[src/lcpi_pkg.sv]
// ----------------------------------------------------------------------------
// lcpi_pkg
// Shared constants and helpers for the pose interpolator: fixed-point
// format, heading wrap, CORDIC gain and arctangent table, command codes.
// ----------------------------------------------------------------------------
package lcpi_pkg;

  localparam int FRAC_BITS = 16;
  localparam int HEAD_W    = 19;
  localparam int POS_W     = 32;
  localparam int RES_W     = 31;
  localparam int ANG_W     = 20;
  localparam int WRAP_W    = 23;

  localparam logic [63:0] PI_Q60 = 64'h3243F6A8885A308D;
  localparam logic [63:0] PI_QU  = (PI_Q60 + (64'd1 << (59 - FRAC_BITS))) >> (60 - FRAC_BITS);
  localparam logic signed [WRAP_W-1:0] PI_W     = signed'(PI_QU[WRAP_W-1:0]);
  localparam logic signed [WRAP_W-1:0] TWO_PI_W = signed'(PI_QU[WRAP_W-2:0] << 1);
  localparam logic signed [WRAP_W-1:0] FOUR_PI_W = signed'(PI_QU[WRAP_W-3:0] << 2);

  localparam logic [RES_W-1:0] RES_RESET =
    RES_W'(((64'd1 << (FRAC_BITS + 1)) + 64'd10) / 64'd20);

  // cordic datapath, Q2.30 angles and results
  localparam int CORDIC_W     = 34;
  localparam int CORDIC_ITERS = 28;
  localparam int ITER_W       = 5;
  localparam int ANG_SH       = 30 - FRAC_BITS;
  localparam logic signed [CORDIC_W-1:0] CORDIC_K    = 34'sd652032874;
  localparam logic signed [CORDIC_W-1:0] PI_Q30      = 34'sd3373259426;
  localparam logic signed [CORDIC_W-1:0] HALF_PI_Q30 = 34'sd1686629713;

  localparam logic [1:0] CMD_LOAD = 2'd0;
  localparam logic [1:0] CMD_LINE = 2'd1;
  localparam logic [1:0] CMD_ARC  = 2'd2;

  function automatic logic signed [CORDIC_W-1:0] atan_q30(input logic [ITER_W-1:0] idx);
    logic signed [CORDIC_W-1:0] v;
    case (idx)
      5'd0:  v = 34'sd843314857;
      5'd1:  v = 34'sd497837829;
      5'd2:  v = 34'sd263043836;
      5'd3:  v = 34'sd133525158;
      5'd4:  v = 34'sd67021686;
      5'd5:  v = 34'sd33543515;
      5'd6:  v = 34'sd16775850;
      5'd7:  v = 34'sd8388437;
      5'd8:  v = 34'sd4194282;
      5'd9:  v = 34'sd2097149;
      5'd10: v = 34'sd1048575;
      5'd11: v = 34'sd524287;
      5'd12: v = 34'sd262143;
      5'd13: v = 34'sd131071;
      5'd14: v = 34'sd65535;
      5'd15: v = 34'sd32767;
      5'd16: v = 34'sd16383;
      5'd17: v = 34'sd8191;
      5'd18: v = 34'sd4095;
      5'd19: v = 34'sd2047;
      5'd20: v = 34'sd1023;
      5'd21: v = 34'sd511;
      5'd22: v = 34'sd255;
      5'd23: v = 34'sd127;
      5'd24: v = 34'sd63;
      5'd25: v = 34'sd31;
      5'd26: v = 34'sd15;
      5'd27: v = 34'sd8;
      default: v = '0;
    endcase
    return v;
  endfunction

  // wrap into [-pi, pi); input stays within two turns of the range
  function automatic logic signed [HEAD_W-1:0] wrap_angle(input logic signed [WRAP_W-1:0] v);
    logic signed [WRAP_W-1:0] u;
    logic signed [WRAP_W-1:0] r;
    u = v + PI_W;
    if (u < -TWO_PI_W) begin
      r = u + FOUR_PI_W;
    end else if (u < 0) begin
      r = u + TWO_PI_W;
    end else if (u < TWO_PI_W) begin
      r = u;
    end else if (u < FOUR_PI_W) begin
      r = u - TWO_PI_W;
    end else begin
      r = u - FOUR_PI_W;
    end
    return HEAD_W'(r - PI_W);
  endfunction

endpackage

[src/lcpi_cordic.sv]
// ----------------------------------------------------------------------------
// lcpi_cordic
// Rotation-mode CORDIC, one iteration per cycle, giving cosine and sine in
// Q2.30 of a wrapped heading.
// ----------------------------------------------------------------------------
module lcpi_cordic (
  input  logic                                 clk,
  input  logic                                 rst_n,
  input  logic                                 start,
  input  logic signed [lcpi_pkg::HEAD_W-1:0]   angle,
  output logic                                 done,
  output logic signed [lcpi_pkg::CORDIC_W-1:0] cos_q,
  output logic signed [lcpi_pkg::CORDIC_W-1:0] sin_q
);
  import lcpi_pkg::*;

  localparam logic [ITER_W-1:0] LAST_ITER = ITER_W'(CORDIC_ITERS - 1);

  logic                       busy_r;
  logic                       done_r;
  logic                       neg_r;
  logic [ITER_W-1:0]          iter_r;
  logic signed [CORDIC_W-1:0] x_r, y_r, z_r;
  logic signed [CORDIC_W-1:0] x_nxt, y_nxt, z_nxt;
  logic signed [CORDIC_W-1:0] z0, zs, xsh, ysh;
  logic                       ns;

  always_comb begin
    z0 = CORDIC_W'(angle) <<< ANG_SH;
    zs = z0;
    ns = 1'b0;
    // fold into the right half plane, flip the result afterwards
    if (z0 > HALF_PI_Q30) begin
      zs = z0 - PI_Q30;
      ns = 1'b1;
    end else if (z0 < -HALF_PI_Q30) begin
      zs = z0 + PI_Q30;
      ns = 1'b1;
    end
    xsh = x_r >>> iter_r;
    ysh = y_r >>> iter_r;
    if (!z_r[CORDIC_W-1]) begin
      x_nxt = x_r - ysh;
      y_nxt = y_r + xsh;
      z_nxt = z_r - atan_q30(iter_r);
    end else begin
      x_nxt = x_r + ysh;
      y_nxt = y_r - xsh;
      z_nxt = z_r + atan_q30(iter_r);
    end
  end

  always_ff @(posedge clk) begin
    if (!rst_n) begin
      busy_r <= 1'b0;
      done_r <= 1'b0;
      iter_r <= '0;
    end else begin
      done_r <= 1'b0;
      if (start) begin
        x_r    <= CORDIC_K;
        y_r    <= '0;
        z_r    <= zs;
        neg_r  <= ns;
        iter_r <= '0;
        busy_r <= 1'b1;
      end else if (busy_r) begin
        x_r <= x_nxt;
        y_r <= y_nxt;
        z_r <= z_nxt;
        if (iter_r == LAST_ITER) begin
          busy_r <= 1'b0;
          done_r <= 1'b1;
        end else begin
          iter_r <= iter_r + 1'b1;
        end
      end
    end
  end

  assign done  = done_r;
  assign cos_q = neg_r ? -x_r : x_r;
  assign sin_q = neg_r ? -y_r : y_r;

endmodule

[src/linear_circular_pose_interpolator.sv]
// The block holds a planar pose (x, y, heading) in Q15.16 and walks it along
// straight and circular segments, emitting one pose per step of at most
// the resolution register. A start-pose item gives no pose. Each pose is
// made in order: a step is set up, one CORDIC pass gives a sine/cosine
// pair (two passes per curve step), then two products are formed on the
// shared multiplier, each in a low and a high half and then added to the
// pose, and the pose is handed over. A segment gives at most 64 poses and
// the consumer may stall each one; no new item is taken until the last
// pose has been taken.
// ----------------------------------------------------------------------------
// linear_circular_pose_interpolator
// Sequencer around a shared CORDIC unit and a split 34x34 multiplier.
// ----------------------------------------------------------------------------
module linear_circular_pose_interpolator #(
  parameter int MAX_POSES = 64
) (
  input  logic                               clk,
  input  logic                               rst_n,
  input  logic                               cfg_we,
  input  logic [lcpi_pkg::RES_W-1:0]         cfg_wdata,
  input  logic                               in_valid,
  output logic                               in_stall,
  input  logic [1:0]                         in_command,
  input  logic signed [lcpi_pkg::POS_W-1:0]  in_start_x,
  input  logic signed [lcpi_pkg::POS_W-1:0]  in_start_y,
  input  logic signed [lcpi_pkg::HEAD_W-1:0] in_start_heading,
  input  logic signed [lcpi_pkg::POS_W-1:0]  in_length,
  input  logic signed [lcpi_pkg::ANG_W-1:0]  in_angle,
  input  logic signed [lcpi_pkg::POS_W-1:0]  in_radius,
  output logic                               out_valid,
  input  logic                               out_stall,
  output logic signed [lcpi_pkg::POS_W-1:0]  out_pos_x,
  output logic signed [lcpi_pkg::POS_W-1:0]  out_pos_y,
  output logic signed [lcpi_pkg::HEAD_W-1:0] out_pos_heading,
  output logic                               out_last,
  output logic                               out_overflow
);
  import lcpi_pkg::*;

  localparam int CNT_W = $clog2(MAX_POSES + 1);
  localparam int ACC_W = 2 * CORDIC_W;
  localparam int HALF_W = CORDIC_W / 2;
  localparam int PROD_W = CORDIC_W + HALF_W + 1;

  typedef enum logic [2:0] {
    S_IDLE, S_STEP, S_COS1, S_COS2, S_MUL_LO, S_MUL_HI, S_ACC, S_EMIT
  } state_t;

  state_t                     state_r;
  logic [RES_W-1:0]           res_r;
  logic [POS_W-1:0]           pose_x_r, pose_y_r;
  logic signed [HEAD_W-1:0]   theta_r;
  logic                       arc_r, neg_r, rneg_r, ysel_r;
  logic [POS_W-1:0]           mag_r, prog_r, step_r;
  logic signed [POS_W-1:0]    rad_r;
  logic signed [CORDIC_W-1:0] c1_r, s1_r, c2_r, s2_r;
  logic signed [ACC_W-1:0]    acc_r;
  logic [CNT_W-1:0]           cnt_r;
  logic                       out_valid_r, out_last_r, out_ovf_r;
  logic [POS_W-1:0]           out_x_r, out_y_r;
  logic signed [HEAD_W-1:0]   out_h_r;

  logic                       cord_start, cord_done;
  logic signed [HEAD_W-1:0]   cord_angle;
  logic signed [CORDIC_W-1:0] cord_cos, cord_sin;

  logic [RES_W-1:0]           res_eff;
  logic [POS_W-1:0]           rem, step_nxt;
  logic signed [WRAP_W-1:0]   dt, theta_w;
  logic signed [HEAD_W-1:0]   theta_adv, theta_nxt;
  logic signed [CORDIC_W-1:0] mul_a, mul_b;
  logic signed [HALF_W:0]     mul_op;
  logic signed [PROD_W-1:0]   prod;
  logic signed [ACC_W-1:0]    rnd_full;
  logic [POS_W-1:0]           delta;
  logic signed [ANG_W:0]      ang_ext, ang_abs;
  logic [CNT_W-1:0]           cnt_inc;
  logic                       more, last_nxt;

  lcpi_cordic u_cordic (
    .clk   (clk),
    .rst_n (rst_n),
    .start (cord_start),
    .angle (cord_angle),
    .done  (cord_done),
    .cos_q (cord_cos),
    .sin_q (cord_sin)
  );

  always_comb begin
    res_eff  = (res_r == '0) ? RES_W'(1) : res_r;
    rem      = mag_r - prog_r;
    step_nxt = (rem < {1'b0, res_eff}) ? rem : {1'b0, res_eff};
    // curve steps are bounded by the angle field, so they fit the wrap width
    dt       = signed'({1'b0, step_r[WRAP_W-2:0]});
    if (neg_r) begin
      dt = -dt;
    end
    theta_w   = WRAP_W'(theta_r);
    theta_adv = wrap_angle(theta_w + dt);
    theta_nxt = wrap_angle(rneg_r ? theta_w - dt : theta_w + dt);

    cord_start = (state_r == S_STEP) || (state_r == S_COS1 && cord_done && arc_r);
    cord_angle = (state_r == S_STEP) ? theta_r : theta_adv;

    if (arc_r) begin
      mul_a = CORDIC_W'(rad_r);
      mul_b = ysel_r ? (c1_r - c2_r) : (s2_r - s1_r);
    end else begin
      mul_a = signed'({2'b00, step_r});
      if (neg_r) begin
        mul_a = -mul_a;
      end
      mul_b = ysel_r ? s1_r : c1_r;
    end
    // upper half carries the sign, lower half is taken as unsigned
    if (state_r == S_MUL_HI) begin
      mul_op = (HALF_W + 1)'(signed'(mul_b[CORDIC_W-1:HALF_W]));
    end else begin
      mul_op = signed'({1'b0, mul_b[HALF_W-1:0]});
    end
    prod = PROD_W'(mul_a) * PROD_W'(mul_op);

    // round half up at 30 fraction bits
    rnd_full = (acc_r + (ACC_W'(1) <<< 29)) >>> 30;
    delta    = rnd_full[POS_W-1:0];
    if (arc_r && neg_r) begin
      delta = -delta;
    end

    ang_ext = (ANG_W + 1)'(in_angle);
    ang_abs = ang_ext[ANG_W] ? -ang_ext : ang_ext;

    cnt_inc  = cnt_r + 1'b1;
    more     = prog_r < mag_r;
    last_nxt = !(more && (cnt_inc < CNT_W'(MAX_POSES)));
  end

  always_ff @(posedge clk) begin
    if (!rst_n) begin
      state_r     <= S_IDLE;
      res_r       <= RES_RESET;
      pose_x_r    <= '0;
      pose_y_r    <= '0;
      theta_r     <= '0;
      cnt_r       <= '0;
      out_valid_r <= 1'b0;
      ysel_r      <= 1'b0;
    end else begin
      if (cfg_we) begin
        res_r <= cfg_wdata;
      end
      case (state_r)
        S_IDLE: begin
          if (in_valid) begin
            prog_r <= '0;
            cnt_r  <= '0;
            case (in_command)
              CMD_LOAD: begin
                pose_x_r <= in_start_x;
                pose_y_r <= in_start_y;
                theta_r  <= wrap_angle(WRAP_W'(in_start_heading));
              end
              CMD_LINE: begin
                arc_r   <= 1'b0;
                neg_r   <= in_length[POS_W-1];
                mag_r   <= in_length[POS_W-1] ? -in_length : in_length;
                state_r <= S_STEP;
              end
              CMD_ARC: begin
                arc_r   <= 1'b1;
                neg_r   <= !(in_angle > 0);
                rneg_r  <= in_radius[POS_W-1];
                rad_r   <= in_radius;
                mag_r   <= POS_W'($unsigned(ang_abs));
                state_r <= S_STEP;
              end
              default: begin
              end
            endcase
          end
        end
        S_STEP: begin
          step_r  <= step_nxt;
          prog_r  <= prog_r + step_nxt;
          state_r <= S_COS1;
        end
        S_COS1: begin
          if (cord_done) begin
            c1_r   <= cord_cos;
            s1_r   <= cord_sin;
            ysel_r <= 1'b0;
            state_r <= arc_r ? S_COS2 : S_MUL_LO;
          end
        end
        S_COS2: begin
          if (cord_done) begin
            c2_r    <= cord_cos;
            s2_r    <= cord_sin;
            state_r <= S_MUL_LO;
          end
        end
        S_MUL_LO: begin
          acc_r   <= ACC_W'(prod);
          state_r <= S_MUL_HI;
        end
        S_MUL_HI: begin
          acc_r   <= acc_r + (ACC_W'(prod) <<< HALF_W);
          state_r <= S_ACC;
        end
        S_ACC: begin
          if (!ysel_r) begin
            pose_x_r <= pose_x_r + delta;
            ysel_r   <= 1'b1;
            state_r  <= S_MUL_LO;
          end else begin
            pose_y_r    <= pose_y_r + delta;
            out_x_r     <= pose_x_r;
            out_y_r     <= pose_y_r + delta;
            out_h_r     <= arc_r ? theta_nxt : theta_r;
            if (arc_r) begin
              theta_r <= theta_nxt;
            end
            out_last_r  <= last_nxt;
            out_ovf_r   <= last_nxt && more;
            cnt_r       <= cnt_inc;
            out_valid_r <= 1'b1;
            state_r     <= S_EMIT;
          end
        end
        S_EMIT: begin
          if (!out_stall) begin
            out_valid_r <= 1'b0;
            state_r     <= out_last_r ? S_IDLE : S_STEP;
          end
        end
        default: begin
          state_r <= S_IDLE;
        end
      endcase
    end
  end

  assign in_stall        = (state_r != S_IDLE);
  assign out_valid       = out_valid_r;
  assign out_pos_x       = out_x_r;
  assign out_pos_y       = out_y_r;
  assign out_pos_heading = out_h_r;
  assign out_last        = out_last_r;
  assign out_overflow    = out_ovf_r;

  a_ovf_on_last: assert property (@(posedge clk) disable iff (!rst_n)
    (out_valid && out_overflow) |-> out_last)
    else $error("overflow flagged on a pose that is not the last");

  a_no_accept_while_out: assert property (@(posedge clk) disable iff (!rst_n)
    (in_valid && !in_stall) |-> !out_valid)
    else $error("item accepted while a pose is pending");

  a_cnt_bound: assert property (@(posedge clk) disable iff (!rst_n)
    cnt_r <= CNT_W'(MAX_POSES))
    else $error("pose count beyond limit");

  a_prog_bound: assert property (@(posedge clk) disable iff (!rst_n)
    (state_r != S_IDLE) |-> (prog_r <= mag_r))
    else $error("segment progress past its length");

endmodule

[config.mk]
export PLATFORM = sky130hd
export DESIGN_NAME = linear_circular_pose_interpolator
export DESIGN_NICKNAME = d
export VERILOG_FILES = /design/src/lcpi_pkg.sv /design/src/lcpi_cordic.sv /design/src/linear_circular_pose_interpolator.sv
export SDC_FILE = /design/constraint.sdc
export NUM_CORES = 2
export LEC_CHECK = 0
export BUFFER_PORTS_ARGS = -buffer_cell sky130_fd_sc_hd__buf_2
export CORE_MARGIN = 2
export CORE_UTILIZATION = 50
export DETAILED_ROUTE_END_ITERATION = 10
export PLACE_DENSITY = 0.66
export SKIP_CTS_REPAIR_TIMING = 1
export SKIP_LAST_GASP = 1
export SLEW_MARGIN = 15
export SYNTH_ARGS = -nofsm -noshare
export SYNTH_HDL_FRONTEND = slang
export SYNTH_SLANG_ARGS = --single-unit
[constraint.sdc]
create_clock -name clk -period 27.4 [get_ports clk]
set_input_delay 5.48 -clock clk [delete_from_list [all_inputs] [get_ports clk]]
set_output_delay 5.48 -clock clk [all_outputs]
set_load 0.02 [all_outputs]
# Word level (Yosys, flattened, before mapping)
# Memories as Yosys holds them, arrays and structs flattened. A register that Yosys moved wholly into a read port is not among the register bits.
# Cells that the tools add are included.
# word_totals
register_bits,656
rom_bits,1920
input_bits,205
output_inout_bits,87
wordCells,248
mem_count,2
# classes
addsub,45
n_mul,1
order_cmp,18
eq_ne,18
shift,2
mux,88
n_bitwise,3
reduce_logical,39
# mem_list
name,depth,word_bits,read_ports,rd_clocked_by_memory_dff,write_ports,line_no,text
(name not given),32,30,1,1,0,lcpi_pkg.sv:39,case (idx)
(name not given),32,30,1,1,0,lcpi_pkg.sv:39,
# op_table
op,count
2-to-1 mux 34 bit,18
2-to-1 mux 19 bit,21
2-to-1 mux 32 bit,10
case mux 32 bit (2 select lines),4
subtractor 34 bit,5
case mux 68 bit (2 select lines),1
"subtractor 19 bit, second input constant",6
adder 34 bit,3
adder 32 bit,3
"< comparator 23 x 20 -> 1 bit, second input constant",4
adder 68 bit,1
negation 34 bit,2
>>> shifter 34 x 5 -> 34 bit,2
negation 32 bit,2
"adder 62 x 31 -> 62 bit, second input constant",1
"adder 19 x 18 -> 19 bit, second input constant",3
"adder 19 bit, second input constant",3
"subtractor 19 x 18 -> 19 bit, second input constant",3
multiplier 34 x 18 -> 52 bit,1
"adder 23 x 19 -> 23 bit, second input constant",2
"< comparator 23 x 1 -> 1 bit, second input constant",2
"< comparator 23 x 21 -> 1 bit, second input constant",2
2-to-1 mux 23 bit,2
"< comparator 20 bit, second input constant",2
other kinds (54),111

# Depth between registers and ports, before layout
# logic_depth
depth_word,15
mapped_depth,66
mapped_depth_nobuf,66

# Hierarchy
# Synthesis repeated with hierarchy kept, for this count alone.
# hier_totals
hier_cells,9716
hier_area_um2,84773.8
# modules_own_cells
mod,instances,cells_each,area_per_inst_um2,seq_area_each_um2
linear_circular_pose_interpolator,1,7403,65099.9,14413.8
lcpi_cordic,1,2313,19673.9,3833.7

# Worst setup path before layout
# Ideal clock, no wire load.
# synth_path
kind,register to register
start,register s2_r[0]
end,"register acc_r[61], data pin"
setup_ns,0.270
t_arrival_ns,12.883
t_required_ns,27.130
slack_ns,14.247
path_stages_with_launch,63
n_path_buf,1
synth_period_minus_slack_ns,13.153
path_cell_list,edfxtp_1 > inv_1 > ha_1 > inv_1 > fa_1 > a21o_1 > a21oi_1 > o21ai_0 > a21oi_1 > o21ai_0 > a21oi_1 > o21ai_0 > a21oi_1 > o21ai_0 > a21oi_1 > nor2_1 > o31a_1 > nand4_1 > [27 not listed] > o21a_1 > o21ai_0 > nor2b_1 > xnor2_1 > ha_1 > o21ai_0 > nand2b_1 > and3_1 > a31oi_1 > o21ai_0 > o31a_1 > a21oi_1 > nor2b_1 > o21a_1 > nor3_1 > o21bai_1 > xnor2_1 > o21ai_0
# synth_between
elab_chain_len,7
# synth_rtl
element,line_no,text
"start, declared",linear_circular_pose_interpolator.sv:56,"logic signed [CORDIC_W-1:0] c1_r, s1_r, c2_r, s2_r;"
"start signal, assigned",linear_circular_pose_interpolator.sv:199,s2_r <= cord_sin;
subtractor 34 bit *,linear_circular_pose_interpolator.sv:108,mul_b = ysel_r ? (c1_r - c2_r) : (s2_r - s1_r);
2-to-1 mux 34 bit *,linear_circular_pose_interpolator.sv:108,
2-to-1 mux 34 bit *,linear_circular_pose_interpolator.sv:106,if (arc_r) begin
2-to-1 mux 18 bit *,linear_circular_pose_interpolator.sv:117,if (state_r == S_MUL_HI) begin
multiplier 34 x 18 -> 52 bit *,linear_circular_pose_interpolator.sv:122,prod = PROD_W'(mul_a) * PROD_W'(mul_op);
adder 68 bit,linear_circular_pose_interpolator.sv:208,acc_r <= acc_r + (ACC_W'(prod) <<< HALF_W);
case mux 68 bit (2 select lines) *,linear_circular_pose_interpolator.sv:153,case (state_r)
"end signal, assigned",linear_circular_pose_interpolator.sv:204,acc_r <= ACC_W'(prod);
"end signal, assigned",linear_circular_pose_interpolator.sv:208,
"end, declared",linear_circular_pose_interpolator.sv:57,logic signed [ACC_W-1:0] acc_r;
# Every way passes the cells marked *; elsewhere a longest branch is shown, timed or not.
# A chain may end at the register's enable or synchronous reset.

# Worst setup path after layout
# layout_path
start,register s2_r[1]
end,"register acc_r[61], data pin"
# Same word-level chain as after synthesis.

==> summary.txt <==
Run status
  – Outcome: finished clean

Critical path
  – CP peak stage delay: 670 ps
  – Worst setup EP type: flop
  – Crit-path max FO: 37
  – Most used cell along the critical path: o21ai_0
  – Crit path max-delay cell type: a2111oi_0
  – Worst r2r src: s2_r[1]
  – Reg2reg end: acc_r[61]
  – Setup crit start kind: flop
  – CP Class: reg2reg
  – CP arrival: 16,300 ps
  – FF-to-FF path depth: 59
  – WP data required: 27,850 ps
  – Reg2Reg Setup Slack: 11,550 ps

Cells and area
  – Most frequent cells in the layout: nand2_1, inv_1, nor2_1
  – Fraction of layout cells with a size suffix above 1: 9.23%
  – Sequential cell area: 18,300 µm²
  – Fin nets: 10,951
  – Synth-to-Final Area Change: 8.15%
  – Commonest non-fill, non-tap cell in the layout: nand2_1
  – Multi-input logic area: 58,000 µm²
  – Final Instance Area: 87,900 µm²
  – Fill cells: 14,717

STA
  – Clk_skew: 51.9 ps
  – Hold Fails Final Rpt: 0
  – Setup TNS: 0 ps
  – Least-Margin Pin Slew: 1200 ps
  – Slew HR: 19.6%
  – RSZ-0062 raised after global routing: false
  – Final worst setup slack: 11,550 ps
  – Fmax: 63.1 MHz
  – Endpoints failing setup: 0
  – Fin crit period: 15,850 ps
  – Period utilization: 57.8%
  – Fin. max-slew vios: 0

Placement
  – DP Area: 85,000 µm²
  – Setup WS pre-CTS: 12,110 ps
  – # port buffers: 291
  – Dpl hpwl: 215 mm
  – GPL Wtd Cong: 1.02

Detailed routing
  – DRT iter0 DRCs: 6,450
  – Antenna viol nets, final: 0
  – Vias per inst: 6.02
  – 1st-pass router iterations: 6
  – Vias: 70,935
  – Routed len/inst: 22.9 µm
  – DRC viols: 0
  – Final WL: 270 mm

Floorplan
  – Top Ports: 292
  – Core area: 161,000 µm²
  – Site Rows: 147
  – DIE WIDTH: 407 µm
  – Die Area: 166,000 µm²
  – Chip height: 407 µm
  – Initial Util: 50.5%

Run
  – Max Cap Viol: 0

CTS
  – CTS H-tree lvls: 3
  – CTS tree: built
  – TritonCTS Buffers: 83
  – CTS Buffer Depth: 3
  – CTS Root Cell: clkbuf_16
  – Clock sink total: 662
  – Worst skew pair latency: 750 ps
  – Clock Pin Slew Worst Setup and Hold Paths: 60 ps

GRT
  – Global route overflow: 0
  – GR Util All Layers: 31.9%
  – Antenna violations before repair: 14
  – Largest net degree at the start of global routing: 84
  – Via count of the first global-routing pass: 68,753
  – First-pass GRT wire length: 412 mm

Hold path
  – Hold Path Sink: out_pos_x[15]
  – Hold wc startpoint: pose_x_r[15]
  – HP Class: reg2reg
  – Worst Hold Depth: 0

Synthesis
  – Netlist Area Pre-Place: 81,300 µm²
  – Number of distinct library cells after synthesis: 133
  – Ys flop type: edfxtp_1
  – Yosys warns: 0
  – Cells after Synth: 9,458
  – Post-synth top area share: 18.4%
  – Ranking of synthesized cells by area: edfxtp_1, fa_1, ha_1
  – Syn_area_per_cell: 8.59 µm²
  – Largest area contributor in the netlist: edfxtp_1
  – Syn nets: 10,846
  – Register area share after synthesis: 22.5%
  – Synth async-reset ratio: 0%
  – #FFs+latches synth: 662
  – Post-synth EDFFs: 499
==> worst max path at each step <==
stage,depth (start not counted),from,endpoint,slack (ps)
finish,59,s2_r[1],acc_r[61],11550
global route,61,s1_r[1],acc_r[61],10630
CTS,59,s2_r[1],acc_r[61],11990
detailed placement,60,s2_r[1],acc_r[61],12110
global placement,59,s2_r[1],acc_r[61],12320
floorplan,62,s2_r[0],acc_r[61],14250
==> flip-flops by register name, summed over array words and instances (netlist names), 19 cells and up, named ones only <==
name	count
out_pos_y	32
acc_r	45
rad_r	31
res_r	31
step_r	32
mag_r	32
out_pos_heading	19
pose_x_r	32
pose_y_r	32
theta_r	19
s2_r	34
c1_r	34
u_cordic.y_r	34
out_pos_x	32
prog_r	32
c2_r	34
u_cordic.x_r	34
s1_r	34
u_cordic.z_r	34
==> cells in the mapped netlist (104+ instances only) <==
cell,count
and2_1,114
mux2i_1,123
o21a_1,112
xnor2_1,544
nand2b_1,106
edfxtp_1,499
a21oi_1,550
fa_1,598
inv_1,981
o21bai_1,105
ha_1,585
nor2_1,825
a21o_1,104
o21ai_0,455
xor2_1,256
nor3_1,197
dfxtp_1,163
nand2_1,1143
clkbuf_1,296
nand3_1,174
==> through the flow <==
| step | util [%] | cells | hold slack [ps] |
|---|---|---|---|
| global placement | 52.8 | 11637 | 448 |
| floorplan | - | 9458 | 431 |
| detailed placement | 52.8 | 11637 | 450 |
| global route | 54.6 | 11792 | 476 |
| finish | 54.6 | 11793 | 462 |
| CTS | 54.6 | 11790 | 464 |
==> logic make-up after synthesis <==
logic type | count (synthesis) | synth area share (%)
AO/OA/AOI/OAI | 2072 | 16.9
buffers and inverters | 1371 | 6.43
multiplexers | 266 | 4.25
adder cells (fa/ha/maj) | 1183 | 23.7
AND/OR/NAND/NOR | 3098 | 17.5
flip-flops | 662 | 22.5
other | 1 | 0.00461
XOR/XNOR | 805 | 8.73
==> worst max-delay path: cells and delay by family (launching register included) <==
| kind | cells | cell delay (ps) |
|---|---|---|
| compound gates | 35 | 8070 |
| flops | 1 | 420 |
| xor+xnor | 2 | 400 |
| mux | 1 | 210 |
| buf+inv | 5 | 580 |
| fa+ha+maj | 9 | 4110 |
| simple gates | 7 | 1720 |
==> layout make-up <==
| cell class | count | area share, % |
|---|---|---|
| antenna | 2 | 0.00569 |
| timing repair buffer | 402 | 2.63 |
| inverter | 989 | 4.23 |
| multi-input combinational | 7425 | 66.0 |
| tap | 2160 | 3.07 |
| sequential | 662 | 20.8 |
| clock inverter | 47 | 0.680 |
| clock buffer | 106 | 2.63 |
==> routing by layer <==
layer / global-route usage [%] / routed length (µm)
met5: 0 / 34
met1: 43.7 / 116000
met4: 13.1 / 12800
met2: 49.5 / 119000
met3: 6.09 / 22800
Power is not shown: default switching activity piles up to over one toggle a cycle in this logic, so the estimate is an artifact.
